`src/rtl/awm_pkg.sv`:
```
`timescale 1ns / 1ps
// ----------------------------------------------------------------------------
// awm_pkg
// Shared constants, register codes and types for the anagram window matcher.
// ----------------------------------------------------------------------------
package awm_pkg;

  localparam int MAX_WINDOW_DEF    = 63;
  localparam int ALPHABET_SIZE_DEF = 26;
  localparam int POSITION_BITS_DEF = 16;

  localparam int LETTER_W    = 5;
  localparam int COUNT_W     = 6;
  localparam int WLEN_W      = 6;
  localparam int CFG_DATA_W  = 60;
  localparam int CFG_IDX_W   = 2;
  localparam int INDEX_W     = 16;
  localparam int NUM_LETTERS = 26;
  localparam int PAT_AJ_W    = 60;
  localparam int PAT_KT_W    = 60;
  localparam int PAT_UZ_W    = 36;

  localparam logic [COUNT_W-1:0] COUNT_MAX = '1;

  typedef enum logic [CFG_IDX_W-1:0] {
    CFG_WINDOW_LENGTH = 2'd0,
    CFG_PATTERN_A_J   = 2'd1,
    CFG_PATTERN_K_T   = 2'd2,
    CFG_PATTERN_U_Z   = 2'd3
  } cfg_index_e;

  // stage register contents handed from the front end to the count lanes
  typedef struct packed {
    logic                letter_ok;
    logic [LETTER_W-1:0] letter;
    logic                start;
    logic                remove;
    logic                full;
    logic [INDEX_W-1:0]  start_index;
    logic                overflow;
  } awm_stage_t;

  function automatic logic [COUNT_W-1:0] pattern_count(
    input logic [PAT_AJ_W-1:0] a_j,
    input logic [PAT_KT_W-1:0] k_t,
    input logic [PAT_UZ_W-1:0] u_z,
    input int unsigned         idx
  );
    logic [COUNT_W-1:0] res;
    res = '0;
    if (idx < 10) begin
      res = a_j[COUNT_W*idx +: COUNT_W];
    end else if (idx < 20) begin
      res = k_t[COUNT_W*(idx-10) +: COUNT_W];
    end else if (idx < NUM_LETTERS) begin
      res = u_z[COUNT_W*(idx-20) +: COUNT_W];
    end
    return res;
  endfunction

endpackage

```
`src/rtl/anagram_window_matcher.sv`:
```
`timescale 1ns / 1ps
// ----------------------------------------------------------------------------
// anagram_window_matcher
// Sliding-window anagram search over a stream of letter indices.
// ----------------------------------------------------------------------------
// Input channel: in_valid_i / in_stall_o carry one letter word (letter_i,
// start_new_i); a word moves when valid is high and stall is low.
// Output channel: out_valid_o / out_stall_i carry one result word per input
// word (match_o, start_index_o, position_overflow_o), in order.
// Config: cfg_we_i writes cfg_data_i into register cfg_index_i;
// write only while the block is idle.
// Path: a taken letter is registered in the input stage, then its result
// word in the result register, which offers it until it is taken.
// Throughput: one letter per cycle unless the output stalls. Count lanes
// update in the second stage; the ring RAM has one write and one registered
// read port: a read per letter, a write per letter inside the alphabet.
// Stall: with the result register held, one more letter is still taken into
// the input stage; after that in_stall_o follows out_stall_i.
// Reset: counts, position, overflow and the ring pointer clear; window
// length is one and pattern counts zero. The ring holds stale data, which
// is never read before it is written in normal use.
// ----------------------------------------------------------------------------
module anagram_window_matcher #(
  parameter int MAX_WINDOW    = awm_pkg::MAX_WINDOW_DEF,
  parameter int ALPHABET_SIZE = awm_pkg::ALPHABET_SIZE_DEF,
  parameter int POSITION_BITS = awm_pkg::POSITION_BITS_DEF
) (
  input  logic                            clk_i,
  input  logic                            rst_ni,
  input  logic                            in_valid_i,
  output logic                            in_stall_o,
  input  logic [awm_pkg::LETTER_W-1:0]    letter_i,
  input  logic                            start_new_i,
  output logic                            out_valid_o,
  input  logic                            out_stall_i,
  output logic                            match_o,
  output logic [awm_pkg::INDEX_W-1:0]     start_index_o,
  output logic                            position_overflow_o,
  input  logic                            cfg_we_i,
  input  logic [awm_pkg::CFG_IDX_W-1:0]   cfg_index_i,
  input  logic [awm_pkg::CFG_DATA_W-1:0]  cfg_data_i
);

  logic [awm_pkg::WLEN_W-1:0]    wlen_q;
  logic [awm_pkg::PAT_AJ_W-1:0]  pat_a_j_q;
  logic [awm_pkg::PAT_KT_W-1:0]  pat_k_t_q;
  logic [awm_pkg::PAT_UZ_W-1:0]  pat_u_z_q;

  logic                          s1_valid_q, s1_valid_d;
  logic                          out_valid_q, out_valid_d;
  logic                          match_q;
  logic [awm_pkg::INDEX_W-1:0]   start_index_q;
  logic                          ovf_out_q;

  logic                          out_adv, s1_adv, accept, match_w;
  awm_pkg::awm_stage_t           stage;
  logic [awm_pkg::LETTER_W-1:0]  old_letter;

  // config registers
  always_ff @(posedge clk_i or negedge rst_ni) begin
    if (!rst_ni) begin
      wlen_q    <= awm_pkg::WLEN_W'(1);
      pat_a_j_q <= '0;
      pat_k_t_q <= '0;
      pat_u_z_q <= '0;
    end else if (cfg_we_i) begin
      unique case (awm_pkg::cfg_index_e'(cfg_index_i))
        awm_pkg::CFG_WINDOW_LENGTH: wlen_q    <= cfg_data_i[awm_pkg::WLEN_W-1:0];
        awm_pkg::CFG_PATTERN_A_J:   pat_a_j_q <= cfg_data_i[awm_pkg::PAT_AJ_W-1:0];
        awm_pkg::CFG_PATTERN_K_T:   pat_k_t_q <= cfg_data_i[awm_pkg::PAT_KT_W-1:0];
        awm_pkg::CFG_PATTERN_U_Z:   pat_u_z_q <= cfg_data_i[awm_pkg::PAT_UZ_W-1:0];
        default:                    wlen_q    <= wlen_q;
      endcase
    end
  end

  // pipeline flow control
  assign out_adv     = !out_valid_q || !out_stall_i;
  assign s1_adv      = s1_valid_q && out_adv;
  assign in_stall_o  = s1_valid_q && !out_adv;
  assign accept      = in_valid_i && !in_stall_o;
  assign s1_valid_d  = accept || (s1_valid_q && !out_adv);
  assign out_valid_d = s1_adv || (out_valid_q && out_stall_i);

  always_ff @(posedge clk_i or negedge rst_ni) begin
    if (!rst_ni) begin
      s1_valid_q  <= 1'b0;
      out_valid_q <= 1'b0;
    end else begin
      s1_valid_q  <= s1_valid_d;
      out_valid_q <= out_valid_d;
    end
  end

  awm_front #(
    .MAX_WINDOW    (MAX_WINDOW),
    .ALPHABET_SIZE (ALPHABET_SIZE),
    .POSITION_BITS (POSITION_BITS)
  ) u_front (
    .clk_i           (clk_i),
    .rst_ni          (rst_ni),
    .accept_i        (accept),
    .letter_i        (letter_i),
    .start_new_i     (start_new_i),
    .window_length_i (wlen_q),
    .stage_o         (stage),
    .old_letter_o    (old_letter)
  );

  awm_counts #(
    .ALPHABET_SIZE (ALPHABET_SIZE)
  ) u_counts (
    .clk_i        (clk_i),
    .rst_ni       (rst_ni),
    .advance_i    (s1_adv),
    .stage_i      (stage),
    .old_letter_i (old_letter),
    .pat_a_j_i    (pat_a_j_q),
    .pat_k_t_i    (pat_k_t_q),
    .pat_u_z_i    (pat_u_z_q),
    .match_o      (match_w)
  );

  // result register
  always_ff @(posedge clk_i) begin
    if (s1_adv) begin
      match_q       <= match_w;
      start_index_q <= match_w ? stage.start_index : '0;
      ovf_out_q     <= stage.overflow;
    end
  end

  assign out_valid_o         = out_valid_q;
  assign match_o             = match_q;
  assign start_index_o       = start_index_q;
  assign position_overflow_o = ovf_out_q;

  a_idx_zero_no_match: assert property (@(posedge clk_i) disable iff (!rst_ni)
    out_valid_o && !match_o |-> start_index_o == '0)
    else $error("start index set without a match");

  a_bad_letter_no_match: assert property (@(posedge clk_i) disable iff (!rst_ni)
    s1_adv && !stage.letter_ok |=> out_valid_o && !match_o)
    else $error("match reported for a letter outside the alphabet");

  a_stall_only_when_blocked: assert property (@(posedge clk_i) disable iff (!rst_ni)
    in_stall_o |-> out_valid_o && out_stall_i && s1_valid_q)
    else $error("input stalled while the pipeline could move");

endmodule

```
`src/rtl/awm_ram.sv`:
```
`timescale 1ns / 1ps
// ----------------------------------------------------------------------------
// awm_ram
// Generic single-write, single-read RAM with registered read data.
// ----------------------------------------------------------------------------
module awm_ram #(
  parameter int WIDTH  = 5,
  parameter int DEPTH  = 64,
  parameter int ADDR_W = $clog2(DEPTH)
) (
  input  logic              clk_i,
  input  logic              we_i,
  input  logic [ADDR_W-1:0] waddr_i,
  input  logic [WIDTH-1:0]  wdata_i,
  input  logic              re_i,
  input  logic [ADDR_W-1:0] raddr_i,
  output logic [WIDTH-1:0]  rdata_o
);

  logic [WIDTH-1:0] mem_q [DEPTH];
  logic [WIDTH-1:0] rdata_q;

  always_ff @(posedge clk_i) begin
    if (we_i) begin
      mem_q[waddr_i] <= wdata_i;
    end
    if (re_i) begin
      rdata_q <= mem_q[raddr_i];
    end
  end

  assign rdata_o = rdata_q;

endmodule

```
`src/rtl/awm_front.sv`:
```
`timescale 1ns / 1ps
// ----------------------------------------------------------------------------
// awm_front
// Input stage: text position, overflow, letter ring and window flags.
// ----------------------------------------------------------------------------
module awm_front #(
  parameter int MAX_WINDOW    = awm_pkg::MAX_WINDOW_DEF,
  parameter int ALPHABET_SIZE = awm_pkg::ALPHABET_SIZE_DEF,
  parameter int POSITION_BITS = awm_pkg::POSITION_BITS_DEF
) (
  input  logic                          clk_i,
  input  logic                          rst_ni,
  input  logic                          accept_i,
  input  logic [awm_pkg::LETTER_W-1:0]  letter_i,
  input  logic                          start_new_i,
  input  logic [awm_pkg::WLEN_W-1:0]    window_length_i,
  output awm_pkg::awm_stage_t           stage_o,
  output logic [awm_pkg::LETTER_W-1:0]  old_letter_o
);

  localparam int DEPTH = MAX_WINDOW + 1;
  localparam int PW    = $clog2(DEPTH);
  localparam int AW    = PW + 2;
  localparam int PB1   = POSITION_BITS + 1;
  localparam int IW    = (PB1 > awm_pkg::INDEX_W) ? PB1 : awm_pkg::INDEX_W;
  localparam logic [POSITION_BITS-1:0] POS_MAX = '1;

  logic [PW-1:0]                 ptr_q, ptr_d;
  logic [POSITION_BITS-1:0]      pos_q, pos_d;
  logic                          ovf_q, ovf_d;
  awm_pkg::awm_stage_t           stage_q, stage_d;

  logic [awm_pkg::WLEN_W-1:0]    k_w;
  logic                          letter_ok;
  logic [AW-1:0]                 back_sum;
  logic [POSITION_BITS-1:0]      pos_base;
  logic                          ovf_base;
  logic [PB1-1:0]                pos_p1;
  logic [IW-1:0]                 sidx_w;
  logic                          pos_sat;

  // effective window: zero acts as one, clamp to MAX_WINDOW (one less than the ring size)
  always_comb begin
    k_w = window_length_i;
    if (k_w == '0) begin
      k_w = awm_pkg::WLEN_W'(1);
    end
    if (32'(k_w) > MAX_WINDOW) begin
      k_w = awm_pkg::WLEN_W'(MAX_WINDOW);
    end
  end

  assign letter_ok = (32'(letter_i) < ALPHABET_SIZE) && (32'(letter_i) < awm_pkg::NUM_LETTERS);

  // ring slot of the letter leaving the window
  always_comb begin
    back_sum = AW'(ptr_q) + AW'(DEPTH) - AW'(k_w);
    if (back_sum >= AW'(DEPTH)) begin
      back_sum = back_sum - AW'(DEPTH);
    end
  end

  always_comb begin
    pos_base = start_new_i ? '0 : pos_q;
    ovf_base = start_new_i ? 1'b0 : ovf_q;
    pos_sat  = (pos_base == POS_MAX);
    pos_p1   = {1'b0, pos_base} + PB1'(1);
    sidx_w   = IW'(pos_base) + IW'(1) - IW'(k_w);

    pos_d = pos_base;
    ovf_d = ovf_base;
    ptr_d = ptr_q;
    if (letter_ok) begin
      pos_d = pos_sat ? pos_base : pos_p1[POSITION_BITS-1:0];
      ovf_d = ovf_base | pos_sat;
      ptr_d = (ptr_q == PW'(DEPTH - 1)) ? '0 : ptr_q + PW'(1);
    end

    stage_d.letter_ok   = letter_ok;
    stage_d.letter      = letter_i;
    stage_d.start       = start_new_i;
    stage_d.remove      = letter_ok && ({1'b0, pos_base} >= PB1'(k_w));
    stage_d.full        = letter_ok && (pos_p1 >= PB1'(k_w));
    stage_d.start_index = sidx_w[awm_pkg::INDEX_W-1:0];
    stage_d.overflow    = ovf_d;
  end

  always_ff @(posedge clk_i or negedge rst_ni) begin
    if (!rst_ni) begin
      ptr_q <= '0;
      pos_q <= '0;
      ovf_q <= 1'b0;
    end else if (accept_i) begin
      ptr_q <= ptr_d;
      pos_q <= pos_d;
      ovf_q <= ovf_d;
    end
  end

  always_ff @(posedge clk_i) begin
    if (accept_i) begin
      stage_q <= stage_d;
    end
  end

  awm_ram #(
    .WIDTH (awm_pkg::LETTER_W),
    .DEPTH (DEPTH)
  ) u_ring (
    .clk_i   (clk_i),
    .we_i    (accept_i && letter_ok),
    .waddr_i (ptr_q),
    .wdata_i (letter_i),
    .re_i    (accept_i),
    .raddr_i (back_sum[PW-1:0]),
    .rdata_o (old_letter_o)
  );

  assign stage_o = stage_q;

endmodule

```
`src/rtl/awm_counts.sv`:
```
`timescale 1ns / 1ps
// ----------------------------------------------------------------------------
// awm_counts
// Per-letter count lanes with saturating update and pattern compare.
// ----------------------------------------------------------------------------
module awm_counts #(
  parameter int ALPHABET_SIZE = awm_pkg::ALPHABET_SIZE_DEF
) (
  input  logic                          clk_i,
  input  logic                          rst_ni,
  input  logic                          advance_i,
  input  awm_pkg::awm_stage_t           stage_i,
  input  logic [awm_pkg::LETTER_W-1:0]  old_letter_i,
  input  logic [awm_pkg::PAT_AJ_W-1:0]  pat_a_j_i,
  input  logic [awm_pkg::PAT_KT_W-1:0]  pat_k_t_i,
  input  logic [awm_pkg::PAT_UZ_W-1:0]  pat_u_z_i,
  output logic                          match_o
);

  logic [ALPHABET_SIZE-1:0] eq;

  for (genvar i = 0; i < ALPHABET_SIZE; i++) begin : g_lane
    logic [awm_pkg::COUNT_W-1:0] cnt_q, cnt_d, cnt_inc;
    logic                        inc, dec;

    assign inc = stage_i.letter_ok && (32'(stage_i.letter) == 32'(i));
    assign dec = stage_i.remove && (32'(old_letter_i) == 32'(i));

    // add first, then remove; both clamp
    always_comb begin
      cnt_d = stage_i.start ? '0 : cnt_q;
      cnt_inc = (inc && (cnt_d != awm_pkg::COUNT_MAX)) ? cnt_d + 1'b1 : cnt_d;
      cnt_d = (dec && (cnt_inc != '0)) ? cnt_inc - 1'b1 : cnt_inc;
    end

    assign eq[i] = (cnt_d == awm_pkg::pattern_count(pat_a_j_i, pat_k_t_i, pat_u_z_i, i));

    always_ff @(posedge clk_i or negedge rst_ni) begin
      if (!rst_ni) begin
        cnt_q <= '0;
      end else if (advance_i) begin
        cnt_q <= cnt_d;
      end
    end
  end

  assign match_o = stage_i.full && (&eq);

endmodule

```
`config.mk`:
```
export PLATFORM = sky130hd
export DESIGN_NAME = anagram_window_matcher
export DESIGN_NICKNAME = d
export VERILOG_FILES = /design/src/rtl/awm_pkg.sv /design/src/rtl/anagram_window_matcher.sv /design/src/rtl/awm_ram.sv /design/src/rtl/awm_front.sv /design/src/rtl/awm_counts.sv
export SDC_FILE = /design/constraint.sdc
export NUM_CORES = 2
export LEC_CHECK = 0
export BUFFER_PORTS_ARGS = -buffer_cell sky130_fd_sc_hd__buf_2
export CORE_MARGIN = 8
export CORE_UTILIZATION = 55
export DETAILED_ROUTE_END_ITERATION = 16
export HOLD_SLACK_MARGIN = 0.08
export PLACE_DENSITY = 0.8
export SLEW_MARGIN = 10
export SYNTH_ARGS = -nofsm -noshare
export SYNTH_HDL_FRONTEND = slang
export SYNTH_HIERARCHICAL = 1
export SYNTH_SLANG_ARGS = --single-unit
```
`constraint.sdc`:
```
create_clock -name clk_i -period 16.4 [get_ports clk_i]
set_clock_uncertainty 0.05 [all_clocks]
set_input_delay 0.82 -clock clk_i [delete_from_list [all_inputs] [get_ports clk_i]]
set_output_delay 0.82 -clock clk_i [all_outputs]
set_load 0.005 [all_outputs]
```
==> flow_summary.yaml <==
run:
  maxCapViolCount: 0
power:
  switching_share: 0.3845
  combPwrFrac: 0.359
  switching_power_mw: 2.454
  p_seq_frac: 0.369
  ir_drop_mv: 0.1800
  leakagePower_nw: 17.92
  p_per_area_nw_per_um2: 133.3
  internal_power_mw: 3.929
  power_frac_clock: 0.273
cells_and_area:
  mostFrequentLayoutCells: "369 x edfxtp_1, 342 x dfrtp_1, 331 x nor2_1"
  layout.nets: 4224
  drive_above_1_share: 0.1630
  layout_commonest_cell: "edfxtp_1"
  area_delta_synth_final_pct: 8.438
clocking:
  ctsHoldBuffers: 0
  cts_max_level: 3
  tritoncts: "yes"
  cts_resized: 0
  cts-root-buf: "clkbuf_16"
  clk_pin_slew_ns: 0.06
  cts_buffers: 80
  cts_num_sinks: 712
  postCtsSetupBuffers: 0
  clock_path_buffers: 3
  clock_latency_ns: 0.67
worst_setup_path:
  path_cells: "buf_12 -> buf_12 -> nand2b_1 -> inv_1 -> ha_1 -> or3b_1 -> or4_1 -> mux2i_1 -> and3_2 -> mux2i_1 -> xnor2_1 -> a2111oi_0 -> nand4_1 -> nor4_1 -> nand4_1 -> nor4_2 -> buf_4 -> and2_1"
  crit_fanout: 147
  cp-end-kind: "register"
  max_stage_delay_ns: 0.81
  worstSetupPathType: "reg2reg"
  required_ns: 16.88
  setup.worst_path.start: "u_front/stage_o[19]"
  startpoint_type: "register"
  r2r-end: "start_index_o[8]"
  rrSetupSlack_ns: 9.61
  slowest_stage: "a2111oi_0"
  setup.worst_path.end: "start_index_o[8]"
  arrival_ns: 7.28
  r2r_cells: 18
  r2r_start: "u_front/stage_o[19]"
synthesis:
  synth_fp_nets: 4218
  synthFlopType: "edfxtp_1"
  yosysSeqAreaShare: 0.4453
  async_flop_share: 0.4817
  postSynthAreaPerCell_sq_um: 10.78
  synth_area_sq_um: 44160
  synth_warnings: 6
  ys_ff_latch: 712
  ys_types: 131
  netlist_instances: 4096
  synth-edff-count: 369
timing:
  fin_crit_ns: 6.795
  setup_viol: 0
  rsz0062_at_grt: "false"
  max_freq_mhz: 147.2
  worst_pin_slew_ns: 1.194
  max_slew_margin: 0.1815
  fin_crit_sh: 0.4143
  hold_slack_ns: 0.1309
  finalHoldViolCount: 0
  maxSlewViolCount: 0
  setup_tns_ns: 0
detailed_routing:
  vias: 36490
  viasPerCell: 6.981
  first_pass_iters: 7
  post_drt_wl_per_cell_um: 29.48
  drtAntennaViolNets: 0
  wl_um: 154100
  drt_iter0_drc: 5061
  drcViolationCount: 0
die:
  fp-row-count: 104
  io_pins: 93
  die_height_um: 299.4
  die_w_um: 299.4
  dieArea_sq_um: 89610
  start_util: 0.5518
  core_region_area_sq_um: 80030
grt:
  grt-ovfl-total: 0
  grt_usage: 0.3317
  grt_pass1_wl_um: 225900
  grt_max_degree: 177
  grt_pass1_vias: 34350
  antenna_found_initial: 11
placed_design:
  dp_hpwl_um: 109000
  port_buffers: 92
  place_congestion: 1.090
min_path:
  hold_class: "in2async"
run_status:
  outcome: "finished clean"
[worst min path at each step]
stage	from	to	slack (ns)
detailed placement	s1_valid_q	out_valid_o	0.42
floorplan	u_front/stage_o[0]	position_overflow_o	0.35
CTS	rst_ni	u_counts/g_lane[1].cnt_q[2]	0.12
global route	rst_ni	pat_k_t_q[10]	0.16
global placement	s1_valid_q	out_valid_o	0.41
finish	rst_ni	pat_k_t_q[10]	0.13
[state kept, by name, indices dropped and copies added, names as in the netlist, 5 cells and up]
signal,cells
pat_a_j_q,60
u_front/stage_o,26
u_front/u_ring/mem_q,320
pat_k_t_q,60
start_index_o,16
wlen_q,6
u_front/ptr_q,6
u_front/pos_q,16
u_counts/g_lane.cnt_q,156
u_front/u_ring/rdata_o,5
pat_u_z_q,36
[metrics by stage]
stage | std cells | power (mW) | cell area (sq um) | worst slack, ns | util
4_1_cts | 5220 | 6.319 | 47870 | 9.836 | 0.5981
2_1_floorplan | 4096 | 3.803 | 44160 | 10.53 | -
3_3_place_gp | 5079 | 4.488 | 45320 | 9.169 | 0.5664
6_report | 5227 | 6.383 | 47880 | 9.605 | 0.5984
5_1_grt | 5221 | 6.560 | 47870 | 9.306 | 0.5982
3_5_place_dp | 5080 | 4.551 | 45340 | 9.924 | 0.5665
[power by group through the flow]
stage                     logic [mW]  registers [mW]  clock network, mW
final                           2.29            2.35               1.74
after global routing            2.37            2.36               1.83
after CTS                       2.22            2.34               1.76
after detailed placement        2.18            2.37                  0
after global placement          2.13            2.36                  0
after floorplan                 1.58            2.22                  0
[area by class of cell]
type	instances	area [sq um]
sequential	712	19670
antenna	7	17.52
clock inverter	28	337.8
inverter	110	415.4
timing repair buffer	146	915.9
clock buffer	112	2192
multi-input combinational	3052	23010
fill	6384	32140
tap	1060	1326
[synthesized netlist by cell type, types with 16 or more instances]
cell type    n  area share
a211oi_1    31      0.0053
and3_1      61      0.0086
o21ai_0    106       0.012
a21o_1      19      0.0032
nor3_1     101       0.011
nand2_1    259       0.022
nand4_1     53      0.0075
o22ai_1     22      0.0031
nand4b_1    23      0.0046
mux2_2     252       0.064
o211ai_1    59       0.010
dfrtp_1    342        0.19
nand2b_1    49      0.0069
a2111oi_0   19      0.0038
o31ai_1     25      0.0043
nand3_1    107       0.012
edfxtp_1   369        0.25
nor2_1     331       0.028
buf_1       19      0.0016
a211o_1     22      0.0044
inv_1      106      0.0090
o21a_1      22      0.0037
mux2i_1    114       0.026
a311oi_1    16      0.0032
or3_1       38      0.0054
a31oi_1     65      0.0092
o2111ai_1   24      0.0048
nand3b_1    26      0.0044
nor2b_1    106       0.015
xor2_1      87       0.017
and4_1      21      0.0042
xnor2_1    189       0.037
o221ai_1    21      0.0042
mux4_2      66       0.034
a21oi_1    171       0.019
and2_1      48      0.0068
clkbuf_1   105      0.0089
nor3b_1     25      0.0043
nor4_1      39      0.0055
ha_1        47       0.013
buf_2       62      0.0070
[layer usage]
layer | vias up | wire length (um) | GRT usage
met4 | 6 | 11400 | 0.1981
met1 | 17910 | 58480 | 0.4302
met2 | 2423 | 67700 | 0.5059
met5 | - | 45 | 0
met3 | 527 | 16480 | 0.07804
li1 | 15630 | - | -
[critical path, delay by kind of cell, from the launching register on]
family,cells,cell delay [ns]
buffers and inverters,4,1.31
DFF,1,0.37
adders and majority gates,1,0.30
AOI/OAI and AO/OA,1,0.81
muxes,2,0.65
xor gates and xnor gates,1,0.10
and+or+nand+nor,9,2.88
[logic make-up after synthesis]
logic type      Yosys count  synth area share
buf+inv                 332           0.03528
flops                   712            0.4453
fa+ha+maj                52           0.01493
mux                     450            0.1332
compound gates          864            0.1425
xor+xnor                282           0.05766
simple gates           1404            0.1711
(Power assumes the default switching activity.)
